File: src/design/tilt_level_classifier_macros.svh
// Assertion macros of the tilt level classifier, used by its top-level design file.
// Holds no logic; a file that asserts includes it by its bare name.
`ifndef TILT_LEVEL_CLASSIFIER_MACROS_SVH
`define TILT_LEVEL_CLASSIFIER_MACROS_SVH

// Consequent must hold in the same cycle as the antecedent.
`define TLC_ASSERT_SAME(label, clk, rst, ante, cons) \
   label: assert property (@(posedge clk) disable iff (rst) (ante) |-> (cons)) \
      else $error("tilt_level_classifier: same-cycle check failed");

// Consequent must hold in the cycle after the antecedent.
`define TLC_ASSERT_NEXT(label, clk, rst, ante, cons) \
   label: assert property (@(posedge clk) disable iff (rst) (ante) |=> (cons)) \
      else $error("tilt_level_classifier: next-cycle check failed");

`endif

File: src/design/tlc_pkg.sv
// Types and constants of the tilt level classifier.
// Used by tlc_grade and tilt_level_classifier; depends on nothing.
package tlc_pkg;

   localparam int SAMPLE_W  = 14;
   localparam int CORR_W    = 15;
   localparam int CALC_W    = 16;
   localparam int LIMIT_W   = 13;
   localparam int LEVEL_W   = 3;
   localparam int CLASS_W   = 2;
   localparam int DIR_W     = 2;
   localparam int CSR_IDX_W = 2;

   // Register indexes of the configuration port.
   localparam logic [CSR_IDX_W-1:0] CSR_EQUILIBRIUM = 2'd0;
   localparam logic [CSR_IDX_W-1:0] CSR_SLOW        = 2'd1;
   localparam logic [CSR_IDX_W-1:0] CSR_MEDIUM      = 2'd2;
   localparam logic [CSR_IDX_W-1:0] CSR_FAST        = 2'd3;

   localparam logic [LIMIT_W-1:0] EQUILIBRIUM_RST = 13'd410;
   localparam logic [LIMIT_W-1:0] SLOW_RST        = 13'd2049;
   localparam logic [LIMIT_W-1:0] MEDIUM_RST      = 13'd3277;
   localparam logic [LIMIT_W-1:0] FAST_RST        = 13'd4096;

   localparam logic [CLASS_W-1:0] CLS_NONE  = 2'd0;
   localparam logic [CLASS_W-1:0] CLS_ROLL  = 2'd1;
   localparam logic [CLASS_W-1:0] CLS_PITCH = 2'd2;
   localparam logic [CLASS_W-1:0] CLS_BOTH  = 2'd3;

   localparam logic [LEVEL_W-1:0] LVL_NONE     = 3'd0;
   localparam logic [LEVEL_W-1:0] LVL_SLOW     = 3'd1;
   localparam logic [LEVEL_W-1:0] LVL_MEDIUM   = 3'd2;
   localparam logic [LEVEL_W-1:0] LVL_FAST     = 3'd3;
   localparam logic [LEVEL_W-1:0] LVL_COMBINED = 3'd4;

   localparam logic [DIR_W-1:0] DIR_NONE     = 2'd0;
   localparam logic [DIR_W-1:0] DIR_POSITIVE = 2'd1;
   localparam logic [DIR_W-1:0] DIR_NEGATIVE = 2'd2;

   // Deadband bounds before the first recorded value.
   localparam logic signed [CALC_W-1:0] BAND_MAX = 16'sh7FFF;
   localparam logic signed [CALC_W-1:0] BAND_MIN = 16'sh8000;

   typedef struct packed {
      logic [LIMIT_W-1:0] equilibrium;
      logic [LIMIT_W-1:0] slow;
      logic [LIMIT_W-1:0] mid;
      logic [LIMIT_W-1:0] fast;
   } limits_type;

   typedef struct packed {
      logic               hit;
      logic [LEVEL_W-1:0] level;
      logic [DIR_W-1:0]   dir;
   } grade_type;

endpackage

File: src/design/tilt_level_classifier.sv
// Top level of the tilt level classifier: calibration, deadband and classification.
// Depends on tlc_pkg, tlc_grade and tilt_level_classifier_macros.svh.
//
//  channel   direction  handshake              payload
//  req       in         req_valid / req_ready  req_sample_x, req_sample_y
//  rsp       out        rsp_valid / rsp_ready  rsp_calibrated ... rsp_corrected_y
//  csr       in         csr_valid / csr_ready  csr_index, csr_data
//
// One request is accepted in every cycle while the result side keeps up; the
// result passes through the input register, then the result register. The
// single combinational stage between them holds the offset multiplier, the
// deadband compares and the band search, and all state is updated there.
// Reset is synchronous; no clearing pass is needed. A stall on the result
// side propagates back to req_ready in the same cycle, so no request is ever
// dropped. Configuration writes are taken in every cycle.
module tilt_level_classifier #(
   parameter int AVG_SAMPLES = 128
) (
   input  logic                                  clock,
   input  logic                                  reset,
   input  logic                                  req_valid,
   output logic                                  req_ready,
   input  logic signed [tlc_pkg::SAMPLE_W-1:0]   req_sample_x,
   input  logic signed [tlc_pkg::SAMPLE_W-1:0]   req_sample_y,
   output logic                                  rsp_valid,
   input  logic                                  rsp_ready,
   output logic                                  rsp_calibrated,
   output logic [tlc_pkg::CLASS_W-1:0]           rsp_movement_class,
   output logic [tlc_pkg::LEVEL_W-1:0]           rsp_roll_level,
   output logic [tlc_pkg::LEVEL_W-1:0]           rsp_pitch_level,
   output logic [tlc_pkg::DIR_W-1:0]             rsp_tilt_direction,
   output logic signed [tlc_pkg::CORR_W-1:0]     rsp_corrected_x,
   output logic signed [tlc_pkg::CORR_W-1:0]     rsp_corrected_y,
   input  logic                                  csr_valid,
   output logic                                  csr_ready,
   input  logic [tlc_pkg::CSR_IDX_W-1:0]         csr_index,
   input  logic [tlc_pkg::LIMIT_W-1:0]           csr_data
);
   import tlc_pkg::*;

`include "tilt_level_classifier_macros.svh"

   // The sums hold each sample plus half the sample range, so they are never
   // negative. The offset is then floor(sum / AVG_SAMPLES) minus that bias,
   // found by one multiplication with a rounded-up reciprocal, which is exact
   // for every sum below 2**SUM_W.
   localparam int LOG_N   = $clog2(AVG_SAMPLES);
   localparam int SUM_W   = SAMPLE_W + LOG_N;
   localparam int SHIFT   = SUM_W + LOG_N;
   localparam int RECIP_W = SUM_W + 1;
   localparam int PROD_W  = SUM_W + RECIP_W;
   localparam logic [RECIP_W-1:0] RECIP =
      RECIP_W'(((64'd1 << SHIFT) + 64'(AVG_SAMPLES) - 64'd1) / 64'(AVG_SAMPLES));
   localparam int CNT_W = $clog2(2 * AVG_SAMPLES + 1);
   localparam logic [CNT_W-1:0] CNT_OFFSET = CNT_W'(AVG_SAMPLES);
   localparam logic [CNT_W-1:0] CNT_END    = CNT_W'(2 * AVG_SAMPLES);

   // Configuration registers.
   limits_type limits_ff;

   always_ff @(posedge clock) begin
      if (reset) begin
         limits_ff <= '{equilibrium: EQUILIBRIUM_RST, slow: SLOW_RST,
                        mid: MEDIUM_RST, fast: FAST_RST};
      end else if (csr_valid && csr_ready) begin
         unique case (csr_index)
            CSR_EQUILIBRIUM: limits_ff.equilibrium <= csr_data;
            CSR_SLOW:        limits_ff.slow        <= csr_data;
            CSR_MEDIUM:      limits_ff.mid         <= csr_data;
            CSR_FAST:        limits_ff.fast        <= csr_data;
         endcase
      end
   end

   assign csr_ready = 1'b1;

   // Handshake: the input register moves on whenever the result register is
   // free or is being emptied in this cycle.
   logic                       in_valid_ff;
   logic signed [SAMPLE_W-1:0] in_x_ff, in_y_ff;
   logic                       rsp_valid_ff;
   logic                       out_free, step;

   assign out_free  = !rsp_valid_ff || rsp_ready;
   assign step      = in_valid_ff && out_free;
   assign req_ready = !in_valid_ff || out_free;

   always_ff @(posedge clock) begin
      if (reset) begin
         in_valid_ff  <= 1'b0;
         rsp_valid_ff <= 1'b0;
      end else begin
         if (req_ready) begin
            in_valid_ff <= req_valid;
         end
         if (out_free) begin
            rsp_valid_ff <= in_valid_ff;
         end
      end
   end

   always_ff @(posedge clock) begin
      if (req_valid && req_ready) begin
         in_x_ff <= req_sample_x;
         in_y_ff <= req_sample_y;
      end
   end

   // Calibration state.
   logic [CNT_W-1:0]           cnt_ff;
   logic [SUM_W-1:0]           sum_x_ff, sum_y_ff;
   logic signed [SAMPLE_W-1:0] offset_x_ff, offset_y_ff;
   logic signed [CALC_W-1:0]   band_low_x_ff, band_high_x_ff;
   logic signed [CALC_W-1:0]   band_low_y_ff, band_high_y_ff;
   logic                       cal_done, cal_sum, cal_offset;

   assign cal_done   = (cnt_ff == CNT_END);
   assign cal_sum    = (cnt_ff < CNT_OFFSET);
   assign cal_offset = (cnt_ff == CNT_OFFSET);

   // Biased samples: adding half the range flips the sign bit.
   logic [SAMPLE_W-1:0] biased_x, biased_y;
   assign biased_x = {~in_x_ff[SAMPLE_W-1], in_x_ff[SAMPLE_W-2:0]};
   assign biased_y = {~in_y_ff[SAMPLE_W-1], in_y_ff[SAMPLE_W-2:0]};

   logic [PROD_W-1:0]   prod_x, prod_y;
   logic [SAMPLE_W-1:0] quot_x, quot_y;
   assign prod_x = PROD_W'(sum_x_ff) * PROD_W'(RECIP);
   assign prod_y = PROD_W'(sum_y_ff) * PROD_W'(RECIP);
   assign quot_x = prod_x[SHIFT +: SAMPLE_W];
   assign quot_y = prod_y[SHIFT +: SAMPLE_W];

   // Offset-corrected samples, and the same after the deadband.
   logic signed [CALC_W-1:0] diff_x, diff_y, x_val, y_val;
   assign diff_x = CALC_W'(in_x_ff) - CALC_W'(offset_x_ff);
   assign diff_y = CALC_W'(in_y_ff) - CALC_W'(offset_y_ff);
   assign x_val  = (diff_x < band_high_x_ff && diff_x > band_low_x_ff) ? '0 : diff_x;
   assign y_val  = (diff_y < band_high_y_ff && diff_y > band_low_y_ff) ? '0 : diff_y;

   always_ff @(posedge clock) begin
      if (reset) begin
         cnt_ff         <= '0;
         sum_x_ff       <= '0;
         sum_y_ff       <= '0;
         offset_x_ff    <= '0;
         offset_y_ff    <= '0;
         band_low_x_ff  <= BAND_MAX;
         band_high_x_ff <= BAND_MIN;
         band_low_y_ff  <= BAND_MAX;
         band_high_y_ff <= BAND_MIN;
      end else if (step && !cal_done) begin
         cnt_ff <= cnt_ff + CNT_W'(1);
         if (cal_sum) begin
            sum_x_ff <= sum_x_ff + SUM_W'(biased_x);
            sum_y_ff <= sum_y_ff + SUM_W'(biased_y);
         end else if (cal_offset) begin
            // Removing the bias flips the sign bit back.
            offset_x_ff <= signed'({~quot_x[SAMPLE_W-1], quot_x[SAMPLE_W-2:0]});
            offset_y_ff <= signed'({~quot_y[SAMPLE_W-1], quot_y[SAMPLE_W-2:0]});
         end else begin
            if (diff_x > band_high_x_ff) band_high_x_ff <= diff_x;
            if (diff_x < band_low_x_ff)  band_low_x_ff  <= diff_x;
            if (diff_y > band_high_y_ff) band_high_y_ff <= diff_y;
            if (diff_y < band_low_y_ff)  band_low_y_ff  <= diff_y;
         end
      end
   end

   // Classification. An axis exactly on the equilibrium limit is neither
   // inside nor outside, and then the previous class is kept.
   logic signed [CALC_W-1:0] eq_pos, eq_neg;
   logic                     in_x, in_y, out_x, out_y;
   logic [CLASS_W-1:0]       class_ff, class_in;
   logic [LEVEL_W-1:0]       roll_ff, roll_in, pitch_ff, pitch_in;
   logic [DIR_W-1:0]         dir_ff, dir_in;
   grade_type                grade_x, grade_y;

   assign eq_pos = signed'({{(CALC_W-LIMIT_W){1'b0}}, limits_ff.equilibrium});
   assign eq_neg = -eq_pos;
   assign in_x   = (x_val < eq_pos) && (x_val > eq_neg);
   assign in_y   = (y_val < eq_pos) && (y_val > eq_neg);
   assign out_x  = (x_val > eq_pos) || (x_val < eq_neg);
   assign out_y  = (y_val > eq_pos) || (y_val < eq_neg);

   tlc_grade u_grade_x (
      .value  (x_val),
      .limits (limits_ff),
      .result (grade_x)
   );

   tlc_grade u_grade_y (
      .value  (y_val),
      .limits (limits_ff),
      .result (grade_y)
   );

   always_comb begin
      if (in_x && in_y)        class_in = CLS_NONE;
      else if (out_x && in_y)  class_in = CLS_ROLL;
      else if (out_y && in_x)  class_in = CLS_PITCH;
      else if (out_x && out_y) class_in = CLS_BOTH;
      else                     class_in = class_ff;

      // Level and direction hold when the selected axis falls in no band.
      roll_in  = LVL_NONE;
      pitch_in = LVL_NONE;
      dir_in   = dir_ff;
      case (class_in)
         CLS_ROLL: begin
            roll_in = grade_x.hit ? grade_x.level : roll_ff;
            if (grade_x.hit) dir_in = grade_x.dir;
         end
         CLS_PITCH: begin
            pitch_in = grade_y.hit ? grade_y.level : pitch_ff;
            if (grade_y.hit) dir_in = grade_y.dir;
         end
         CLS_BOTH: begin
            roll_in  = LVL_COMBINED;
            pitch_in = LVL_COMBINED;
         end
         default: begin
            roll_in  = LVL_NONE;
            pitch_in = LVL_NONE;
         end
      endcase
   end

   always_ff @(posedge clock) begin
      if (reset) begin
         class_ff <= CLS_NONE;
         roll_ff  <= LVL_NONE;
         pitch_ff <= LVL_NONE;
         dir_ff   <= DIR_NONE;
      end else if (step && cal_done) begin
         class_ff <= class_in;
         roll_ff  <= roll_in;
         pitch_ff <= pitch_in;
         dir_ff   <= dir_in;
      end
   end

   // Result register; every field reads zero while calibration runs.
   logic                     rsp_calibrated_ff;
   logic [CLASS_W-1:0]       rsp_class_ff;
   logic [LEVEL_W-1:0]       rsp_roll_ff, rsp_pitch_ff;
   logic [DIR_W-1:0]         rsp_dir_ff;
   logic signed [CORR_W-1:0] rsp_x_ff, rsp_y_ff;

   always_ff @(posedge clock) begin
      if (step) begin
         rsp_calibrated_ff <= cal_done;
         rsp_class_ff      <= cal_done ? class_in : CLS_NONE;
         rsp_roll_ff       <= cal_done ? roll_in  : LVL_NONE;
         rsp_pitch_ff      <= cal_done ? pitch_in : LVL_NONE;
         rsp_dir_ff        <= cal_done ? dir_in   : DIR_NONE;
         rsp_x_ff          <= cal_done ? x_val[CORR_W-1:0] : '0;
         rsp_y_ff          <= cal_done ? y_val[CORR_W-1:0] : '0;
      end
   end

   assign rsp_valid          = rsp_valid_ff;
   assign rsp_calibrated     = rsp_calibrated_ff;
   assign rsp_movement_class = rsp_class_ff;
   assign rsp_roll_level     = rsp_roll_ff;
   assign rsp_pitch_level    = rsp_pitch_ff;
   assign rsp_tilt_direction = rsp_dir_ff;
   assign rsp_corrected_x    = rsp_x_ff;
   assign rsp_corrected_y    = rsp_y_ff;

   // Results delivered during calibration carry nothing but zeros.
   `TLC_ASSERT_SAME(a_uncal_zero, clock, reset, rsp_valid_ff && !rsp_calibrated_ff, rsp_class_ff == CLS_NONE && rsp_roll_ff == LVL_NONE && rsp_pitch_ff == LVL_NONE && rsp_dir_ff == DIR_NONE && rsp_x_ff == '0 && rsp_y_ff == '0)
   // A combined movement sets both levels to the combined code.
   `TLC_ASSERT_SAME(a_both_levels, clock, reset, rsp_valid_ff && rsp_class_ff == CLS_BOTH, rsp_roll_ff == LVL_COMBINED && rsp_pitch_ff == LVL_COMBINED)
   // A pure roll never reports a pitch level.
   `TLC_ASSERT_SAME(a_roll_only, clock, reset, rsp_valid_ff && rsp_class_ff == CLS_ROLL, rsp_pitch_ff == LVL_NONE)
   // Once calibration has finished it stays finished.
   `TLC_ASSERT_NEXT(a_cal_sticky, clock, reset, cal_done, cal_done)
   // The sample counter stops at the end of calibration.
   `TLC_ASSERT_SAME(a_cnt_bound, clock, reset, 1'b1, cnt_ff <= CNT_END)

endmodule

File: src/design/tlc_grade.sv
// Band search for one axis: finds the tilt level and direction of a value.
// Depends on tlc_pkg.
module tlc_grade (
   input  logic signed [tlc_pkg::CALC_W-1:0] value,
   input  tlc_pkg::limits_type               limits,
   output tlc_pkg::grade_type                result
);
   import tlc_pkg::*;

   logic signed [CALC_W-1:0] e_pos, s_pos, m_pos, f_pos;
   logic signed [CALC_W-1:0] e_neg, s_neg, m_neg, f_neg;

   assign e_pos = signed'({{(CALC_W-LIMIT_W){1'b0}}, limits.equilibrium});
   assign s_pos = signed'({{(CALC_W-LIMIT_W){1'b0}}, limits.slow});
   assign m_pos = signed'({{(CALC_W-LIMIT_W){1'b0}}, limits.mid});
   assign f_pos = signed'({{(CALC_W-LIMIT_W){1'b0}}, limits.fast});
   assign e_neg = -e_pos;
   assign s_neg = -s_pos;
   assign m_neg = -m_pos;
   assign f_neg = -f_pos;

   // Later bands override earlier ones, and within a band the negative
   // test overrides the positive one, so the search runs from the last test.
   always_comb begin
      result = '{hit: 1'b1, level: LVL_NONE, dir: DIR_NONE};
      if (value <= m_neg && value >= f_neg) begin
         result.level = LVL_FAST;
         result.dir   = DIR_NEGATIVE;
      end else if (value >= m_pos && value <= f_pos) begin
         result.level = LVL_FAST;
         result.dir   = DIR_POSITIVE;
      end else if (value <= s_neg && value >= m_neg) begin
         result.level = LVL_MEDIUM;
         result.dir   = DIR_NEGATIVE;
      end else if (value >= s_pos && value <= m_pos) begin
         result.level = LVL_MEDIUM;
         result.dir   = DIR_POSITIVE;
      end else if (value <= e_neg && value >= s_neg) begin
         result.level = LVL_SLOW;
         result.dir   = DIR_NEGATIVE;
      end else if (value >= e_pos && value <= s_pos) begin
         result.level = LVL_SLOW;
         result.dir   = DIR_POSITIVE;
      end else begin
         result.hit = 1'b0;
      end
   end

endmodule
File: config.mk
export PLATFORM = sky130hd
export DESIGN_NAME = tilt_level_classifier
export DESIGN_NICKNAME = d
export VERILOG_FILES = /design/src/design/tlc_pkg.sv /design/src/design/tilt_level_classifier.sv /design/src/design/tlc_grade.sv
export VERILOG_INCLUDE_DIRS = /design/src /design/src/design
export SDC_FILE = /design/constraint.sdc
export NUM_CORES = 1
export LEC_CHECK = 0
export BUFFER_PORTS_ARGS = -buffer_cell sky130_fd_sc_hd__buf_2
export CORE_AREA = 5 5 235 237
export CTS_CLUSTER_SIZE = 30
export DETAILED_ROUTE_END_ITERATION = 12
export DIE_AREA = 0 0 240 242
export PLACE_DENSITY_LB_ADDON = 0.05
export SYNTH_ARGS = -nofsm -noshare
export SYNTH_HDL_FRONTEND = slang
export SYNTH_SLANG_ARGS = --single-unit
File: constraint.sdc
create_clock -name clock -period 17.36 [get_ports clock]
set_input_delay 3.472 -clock clock [delete_from_list [all_inputs] [get_ports clock]]
set_output_delay 3.472 -clock clock [all_outputs]
set_load 0.05 [all_outputs]
==> results of run 1 <==
stage by stage:
| step | setup slack, ps | utilization (%) | power [mW] |
|---|---|---|---|
| after floorplan | 9500 | - | 1.08 |
| after global placement | 7410 | 41.7 | 1.26 |
| after detailed placement | 7150 | 41.7 | 1.27 |
| after CTS | 7140 | 44.1 | 2.08 |
| after global routing | 6280 | 44.1 | 2.17 |
| final | 7170 | 44.1 | 2.06 |
final timing paths:
path                                              end  cells past startpoint
worst max-delay path            rsp_tilt_direction[0]                     35
worst min-delay path                   offset_x_ff[9]                      2
worst max register to register  rsp_tilt_direction[0]                     35
worst min register to register         offset_x_ff[9]                      2
cells by family (layout without fill, tap and decap cells):
logic type,after synthesis,count (layout),synth area share [%]
AOI/OAI and AO/OA,581,581,17.8
xor gates and xnor gates,107,107,4.50
adders and majority gates,351,351,21.2
buffers and inverters,297,415,5.53
DFF,276,276,29.8
muxes,24,24,1.15
other,1,1,0.0180
and+or+nand+nor,864,864,19.9
synthesized netlist by cell type (12+ instances only):
cell type	n
nand2b_1	25
edfxtp_1	69
and4_1	13
xnor2_1	75
nand2_1	274
clkbuf_1	59
nand3b_1	20
nand3_1	53
a21o_1	52
dfxtp_1	207
nor4_1	16
nor2_1	230
a21oi_1	239
nor2b_1	33
o21ai_0	77
o211ai_1	15
nor3_1	42
a31oi_1	12
a211o_1	37
and2_1	25
o21a_1	30
ha_1	345
a211oi_1	26
xor2_1	32
nand4_1	53
or3_1	13
and3_1	28
inv_1	228
or2_2	14
mux2i_1	24
metal layers:
layer | part of all wire [%] | track usage, %
met5 | 0 | 0
met3 | 4.5 | 3.37
met1 | 45 | 30.5
met2 | 46 | 38.8
met4 | 4.6 | 9.68
registers in the layout, summed over array words and instances, names as in the netlist, 3 cells and up:
register and count:
rsp_roll_level 3, offset_x_ff 14, sum_x_ff 21, band_high_x_ff 16, sum_y_ff 21, rsp_corrected_x 15, in_y_ff 14, pitch_ff 3
cnt_ff 9, band_high_y_ff 16, roll_ff 3, band_low_y_ff 16, eq_pos 13, offset_y_ff 14, rsp_pitch_level 3, band_low_x_ff 16
rsp_corrected_y 15, in_x_ff 14, limits_ff 39
report_power, final:
| part | leakage (nW) | switching [mW] | total, mW | internal [mW] |
|---|---|---|---|---|
| combinational | 7.20 | 0.358 | 0.564 | 0.206 |
| clock | 0.610 | 0.304 | 0.801 | 0.497 |
| sequential | 2.31 | 0.0165 | 0.694 | 0.678 |
worst register-to-register path: cells and delay by family (launching register included):
family / cells / cell delay (ps)
AOI/OAI and AO/OA: 15 / 3370
and+or+nand+nor: 10 / 2870
adders and majority gates: 5 / 1730
muxes: 1 / 710
xor gates and xnor gates: 1 / 530
buffers and inverters: 3 / 350
DFF: 1 / 350
cell type report:
| class | instances | area [sq um] | area share [%] |
|---|---|---|---|
| clock buffer | 47 | 1000 | 4.28 |
| clock inverter | 16 | 258 | 1.10 |
| inverter | 228 | 856 | 3.66 |
| multi-input combinational | 1928 | 13500 | 57.6 |
| sequential | 276 | 6220 | 26.6 |
| tap | 696 | 871 | 3.72 |
| timing repair buffer | 124 | 712 | 3.04 |
==> flow_metrics.env, run 1 <==
export IMPL_dp_hpwl_mm=55.1
export IMPL_r2r_start="in_x_ff[0]"
export IMPL_grt_max_degree=75
export IMPL_vias=18300
export IMPL_design_area_sq_mm=0.0234
export IMPL_syn_avg_cell_area_sq_um=8.33
export IMPL_final_common_cell="ha_1"
export IMPL_drive_gt1_share_pct=8.25
export IMPL_synth_top_cell_by_area="ha_1"
export IMPL_grt_overflow_total=0
export IMPL_reg2reg_slack_ps=7170
export IMPL_cp_num_buf_inv=3
export IMPL_required_ps=17620
export IMPL_post_route_period_util_pct=58.7
export IMPL_rsz0062_at_grt="false"
export IMPL_hp_class="reg2reg"
export IMPL_io_pin_count=92
export IMPL_grt_pass1_wl_mm=106
export IMPL_routed_wl_mm=69.6
export IMPL_coreArea_sq_mm=0.0531
export IMPL_die_area_sq_mm=0.0581
export IMPL_yosys_warnings=0
export IMPL_dp_cells=3252
export IMPL_drt_first_pass_iters=7
export IMPL_crit_type="reg2reg"
export IMPL_cts_buffer_depth=3
export IMPL_drt_drc_violations_left=0
export IMPL_fin_tns_setup_ps=0
export IMPL_ctsResizeCount=0
export IMPL_synthFlopType="dfxtp_1"
export IMPL_die_x_microns=240
export IMPL_finalNonFillerCells=3315
export IMPL_path_clk_slew_ps=60
export IMPL_area_delta_synth_final_pct=12.3
export IMPL_htreeDepth=2
export IMPL_dpl_cell_area_sq_mm=0.0221
export IMPL_max_cap_viol_count=0
export IMPL_setup_viol=0
export IMPL_grt_use_total_pct=23.4
export IMPL_cp_end_kind="flip-flop"
export IMPL_min_delay_start="offset_x_ff[9]"
export IMPL_initial_core_util_pct=39.3
export IMPL_cts_inserted_buffers=35
export IMPL_antenna_cells=0
export IMPL_grt_antenna_before_repair=0
export IMPL_status="finished clean"
export IMPL_drtIter0Drc=1037
export IMPL_post_cts_repair_setup_buffers=0
export IMPL_crit_path_start="in_x_ff[0]"
export IMPL_syn_nets=2898
export IMPL_finClkSkew_ps=15.2
export IMPL_yosysUniqueCellTypes=91
export IMPL_critPathSlowestCell="a221oi_1"
export IMPL_nets=2990
export IMPL_synth_edf_count=69
export IMPL_syn_inst=2501
export IMPL_first_global_vias=17900
export IMPL_cts_sinks=276
export IMPL_fill_cells=5263
export IMPL_yosys_area_top_type_share_pct=20.7
export IMPL_cp_common_cell="ha_1"
export IMPL_wl_per_cell_microns=21.0
export IMPL_hold_slack_ps=449
export IMPL_worst_path_largest_cell_delay_ps=790
export IMPL_cts_tree="done"
export IMPL_timing_fmax_ghz=0.0982
export IMPL_ys_ff_latch=276
export IMPL_startpoint_type="flip-flop"
export IMPL_final_cell_mix="ha_1 (345), nand2_1 (274), a21oi_1 (239)"
export IMPL_cts_hold_buffers=0
export IMPL_via_per_inst=5.51
export IMPL_cp_data_arrival_time_ps=10450
export IMPL_clockRootBuffer="clkbuf_16"
export IMPL_drtAntennaViolNets=0
export IMPL_io_buffers=90
export IMPL_finalMaxSlewViolations=0
export IMPL_max_slew_margin_pct=22.8
export IMPL_hold_viol=0
export IMPL_leakage_nw=10.1
export IMPL_insertion_delay_ps=560
export IMPL_async_flop_share_pct=0
export IMPL_netlist_top_cells_area="ha_1 (21%), dfxtp_1 (20%), edfxtp_1 (9.9%), a21oi_1 (5.7%), nand2_1 (4.9%)"
export IMPL_cp_max_fo=17
export IMPL_globalplace_congestion=0.979
export IMPL_die_y_microns=242
export IMPL_tightest_slew_ps=1160
export IMPL_ir_drop_mv=0.0589
export IMPL_rows=85
export IMPL_critPathTopFamily="compound AO/OA/AOI/OAI gates"
export IMPL_ys_seq_area_share_pct=29.8
export IMPL_synth_area_sq_mm=0.0208
export IMPL_p_per_area_mw_per_mm2=88.0
export IMPL_layout_min_cycle_time_ps=10190
(Power assumes the default switching activity.)
==> inputs of run 2 (changes only) <==
clock period = 9.9 ns   (was 17.36 ns; I/O delays follow)
==> run 2 against run 1 <==
  * Cell area fell by 0.40%
  * Clock power grew 59%
  * Register-to-register slack got worse by 6400 ps
  * Critical path depth grew 4
  * Power grew 69%
  * First-iteration DRC count barely moved
  * Global-route usage is 0.41 points higher
  * Worst hold slack better by 4.5 ps
  * Critical path type unchanged
  * Largest power group unchanged
==> flow_metrics.env, run 2 (synthesis results as in run 1) <==
export IMPL_die_y_microns=242
export IMPL_r2r_start="in_x_ff[0]"
export IMPL_worstHoldEndpoint="sum_y_ff[2]"
export IMPL_cp_end_kind="flip-flop"
export IMPL_status="finished clean"
export IMPL_io_pin_count=92
export IMPL_drive_gt1_share_pct=8.35
export IMPL_path_clk_slew_ps=60
export IMPL_initial_core_util_pct=39.3
export IMPL_cp_depth=39
export IMPL_hold_slack_ps=453
export IMPL_startpoint_type="flip-flop"
export IMPL_p_seq_share_pct=35.0
export IMPL_hold_viol=0
export IMPL_globalplace_congestion=0.971
export IMPL_switchingPower_mw=1.18
export IMPL_cp_num_buf_inv=4
export IMPL_final_cell_mix="ha_1 (345), nand2_1 (274), a21oi_1 (239)"
export IMPL_tightest_slew_ps=1260
export IMPL_finalPower_mw=3.48
export IMPL_crit_type="reg2reg"
export IMPL_setup_viol=0
export IMPL_drt_drc_violations_left=0
export IMPL_drtIter0Drc=1036
export IMPL_worstHoldPathCells=2
export IMPL_drt_first_pass_iters=5
export IMPL_p_per_area_mw_per_mm2=149
export IMPL_finClkSkew_ps=22.0
export IMPL_nets=2995
export IMPL_vias=18300
export IMPL_grt_pass1_wl_mm=107
export IMPL_fin_tns_setup_ps=0
export IMPL_cts_sinks=276
export IMPL_die_area_sq_mm=0.0581
export IMPL_via_per_inst=5.51
export IMPL_p_int_mw=2.30
export IMPL_grt_overflow_total=0
export IMPL_drtAntennaViolNets=0
export IMPL_ir_drop_mv=0.143
export IMPL_wl_per_cell_microns=21.3
export IMPL_top_register="limits_ff"
export IMPL_cts_inserted_buffers=35
export IMPL_rows=85
export IMPL_dp_hpwl_mm=56.6
export IMPL_cp_max_fo=12
export IMPL_first_global_vias=18000
export IMPL_reg_top3="limits_ff (39), sum_x_ff (21), sum_y_ff (21)"
export IMPL_rr_worst_depth=39
export IMPL_reg2reg_slack_ps=790
export IMPL_combinationalPowerShare_pct=28.6
export IMPL_cp_data_arrival_time_ps=9370
export IMPL_leakage_nw=10.1
export IMPL_antenna_cells=0
export IMPL_die_x_microns=240
export IMPL_required_ps=10160
export IMPL_worst_path_largest_cell_delay_ps=460
export IMPL_final_common_cell="ha_1"
export IMPL_rsz0062_at_grt="false"
export IMPL_grt_max_degree=86
export IMPL_cts_buffer_depth=3
export IMPL_critPathSlowestCell="a21oi_1"
export IMPL_post_route_period_util_pct=92.1
export IMPL_min_delay_start="sum_y_ff[2]"
export IMPL_largest_reg_flops=39
export IMPL_io_buffers=90
export IMPL_routed_wl_mm=70.5
export IMPL_finalMaxSlewViolations=0
export IMPL_post_cts_repair_setup_buffers=0
export IMPL_insertion_delay_ps=550
export IMPL_pwr_share_clk_pct=36.4
export IMPL_grt_antenna_before_repair=0
export IMPL_cts_tree="done"
export IMPL_area_delta_synth_final_pct=11.8
export IMPL_cp_common_cell="a21oi_1"
export IMPL_max_cap_viol_count=0
export IMPL_coreArea_sq_mm=0.0531
export IMPL_grt_use_total_pct=23.8
export IMPL_critPathTopFamily="compound AO/OA/AOI/OAI gates"
export IMPL_max_slew_margin_pct=15.2
export IMPL_hp_class="reg2reg"
export IMPL_layout_min_cycle_time_ps=9110
export IMPL_timing_fmax_ghz=0.110
export IMPL_clockRootBuffer="clkbuf_16"
export IMPL_swShare_pct=33.9
export IMPL_htreeDepth=2
export IMPL_timing_rr_end="rsp_tilt_direction[0]"
## run 2: changes by cell type in the layout (fill, tap and decap cells not counted), sizes merged
cell	previous run	this run
buf	124	129
bufinv	6	2
clkbuf	47	46
clkinv	6	8
inv	230	232
## run 2: worst reg2reg max path: cells and delay by family (launching register included)
family | cells | cell delay, ps
AOI/OAI and AO/OA | 18 | 3460
xor gates and xnor gates | 1 | 450
DFF | 1 | 350
and+or+nand+nor | 11 | 2450
adders and majority gates | 5 | 1610
buffers and inverters | 4 | 540
## run 2: what timing repair did
action,in CTS,in global routing
gates resized for setup,0,1
endpoints found under the hold margin,0,0
hold buffers,0,0
endpoints found under the setup margin,0,2
## run 2: worst max-delay path by stage
stage | startpoint | to | slack (ps)
floorplan | in_x_ff[0] | rsp_tilt_direction[0] | 2040
global placement | in_x_ff[0] | rsp_tilt_direction[0] | 1040
detailed placement | in_x_ff[0] | rsp_tilt_direction[0] | 680
CTS | in_x_ff[0] | rsp_tilt_direction[0] | 650
global route | in_x_ff[0] | rsp_tilt_direction[0] | 50
finish | in_x_ff[0] | rsp_tilt_direction[0] | 790
## run 2: per-stage QoR
stage / std cells / utilization [%] / cell area, sq um / setup WS (ps)
2_1_floorplan: 2501 / - / 20800 / 2040
3_3_place_gp: 3257 / 41.8 / 22200 / 1040
3_5_place_dp: 3257 / 41.8 / 22200 / 681
4_1_cts: 3319 / 43.9 / 23300 / 645
5_1_grt: 3319 / 43.9 / 23300 / 54.8
6_report: 3319 / 43.9 / 23300 / 786
## run 2: power by group through the flow
stage	clock network (mW)	logic (mW)	registers, mW
floorplan	0	0.639	1.26
global placement	0	0.973	1.24
detailed placement	0	0.987	1.24
CTS	1.30	0.993	1.22
global route	1.35	1.11	1.22
finish	1.27	0.994	1.22
## run 2: cell type report
class | count | area (sq um)
timing repair buffer | 129 | 749
clock inverter | 16 | 160
tap | 696 | 871
multi-input combinational | 1928 | 13500
inverter | 228 | 856
fill | 5343 | 29800
clock buffer | 46 | 967
sequential | 276 | 6220
## run 2: metal layers
layer / GRT usage, % / up-vias / part of all wire [%]
met2: 39.1 / 393 / 46
li1: - / 9079 / -
met4: 10.3 / 0 / 5.0
met1: 31.2 / 8671 / 44
met5: 0 / - / 0
met3: 3.27 / 137 / 4.5
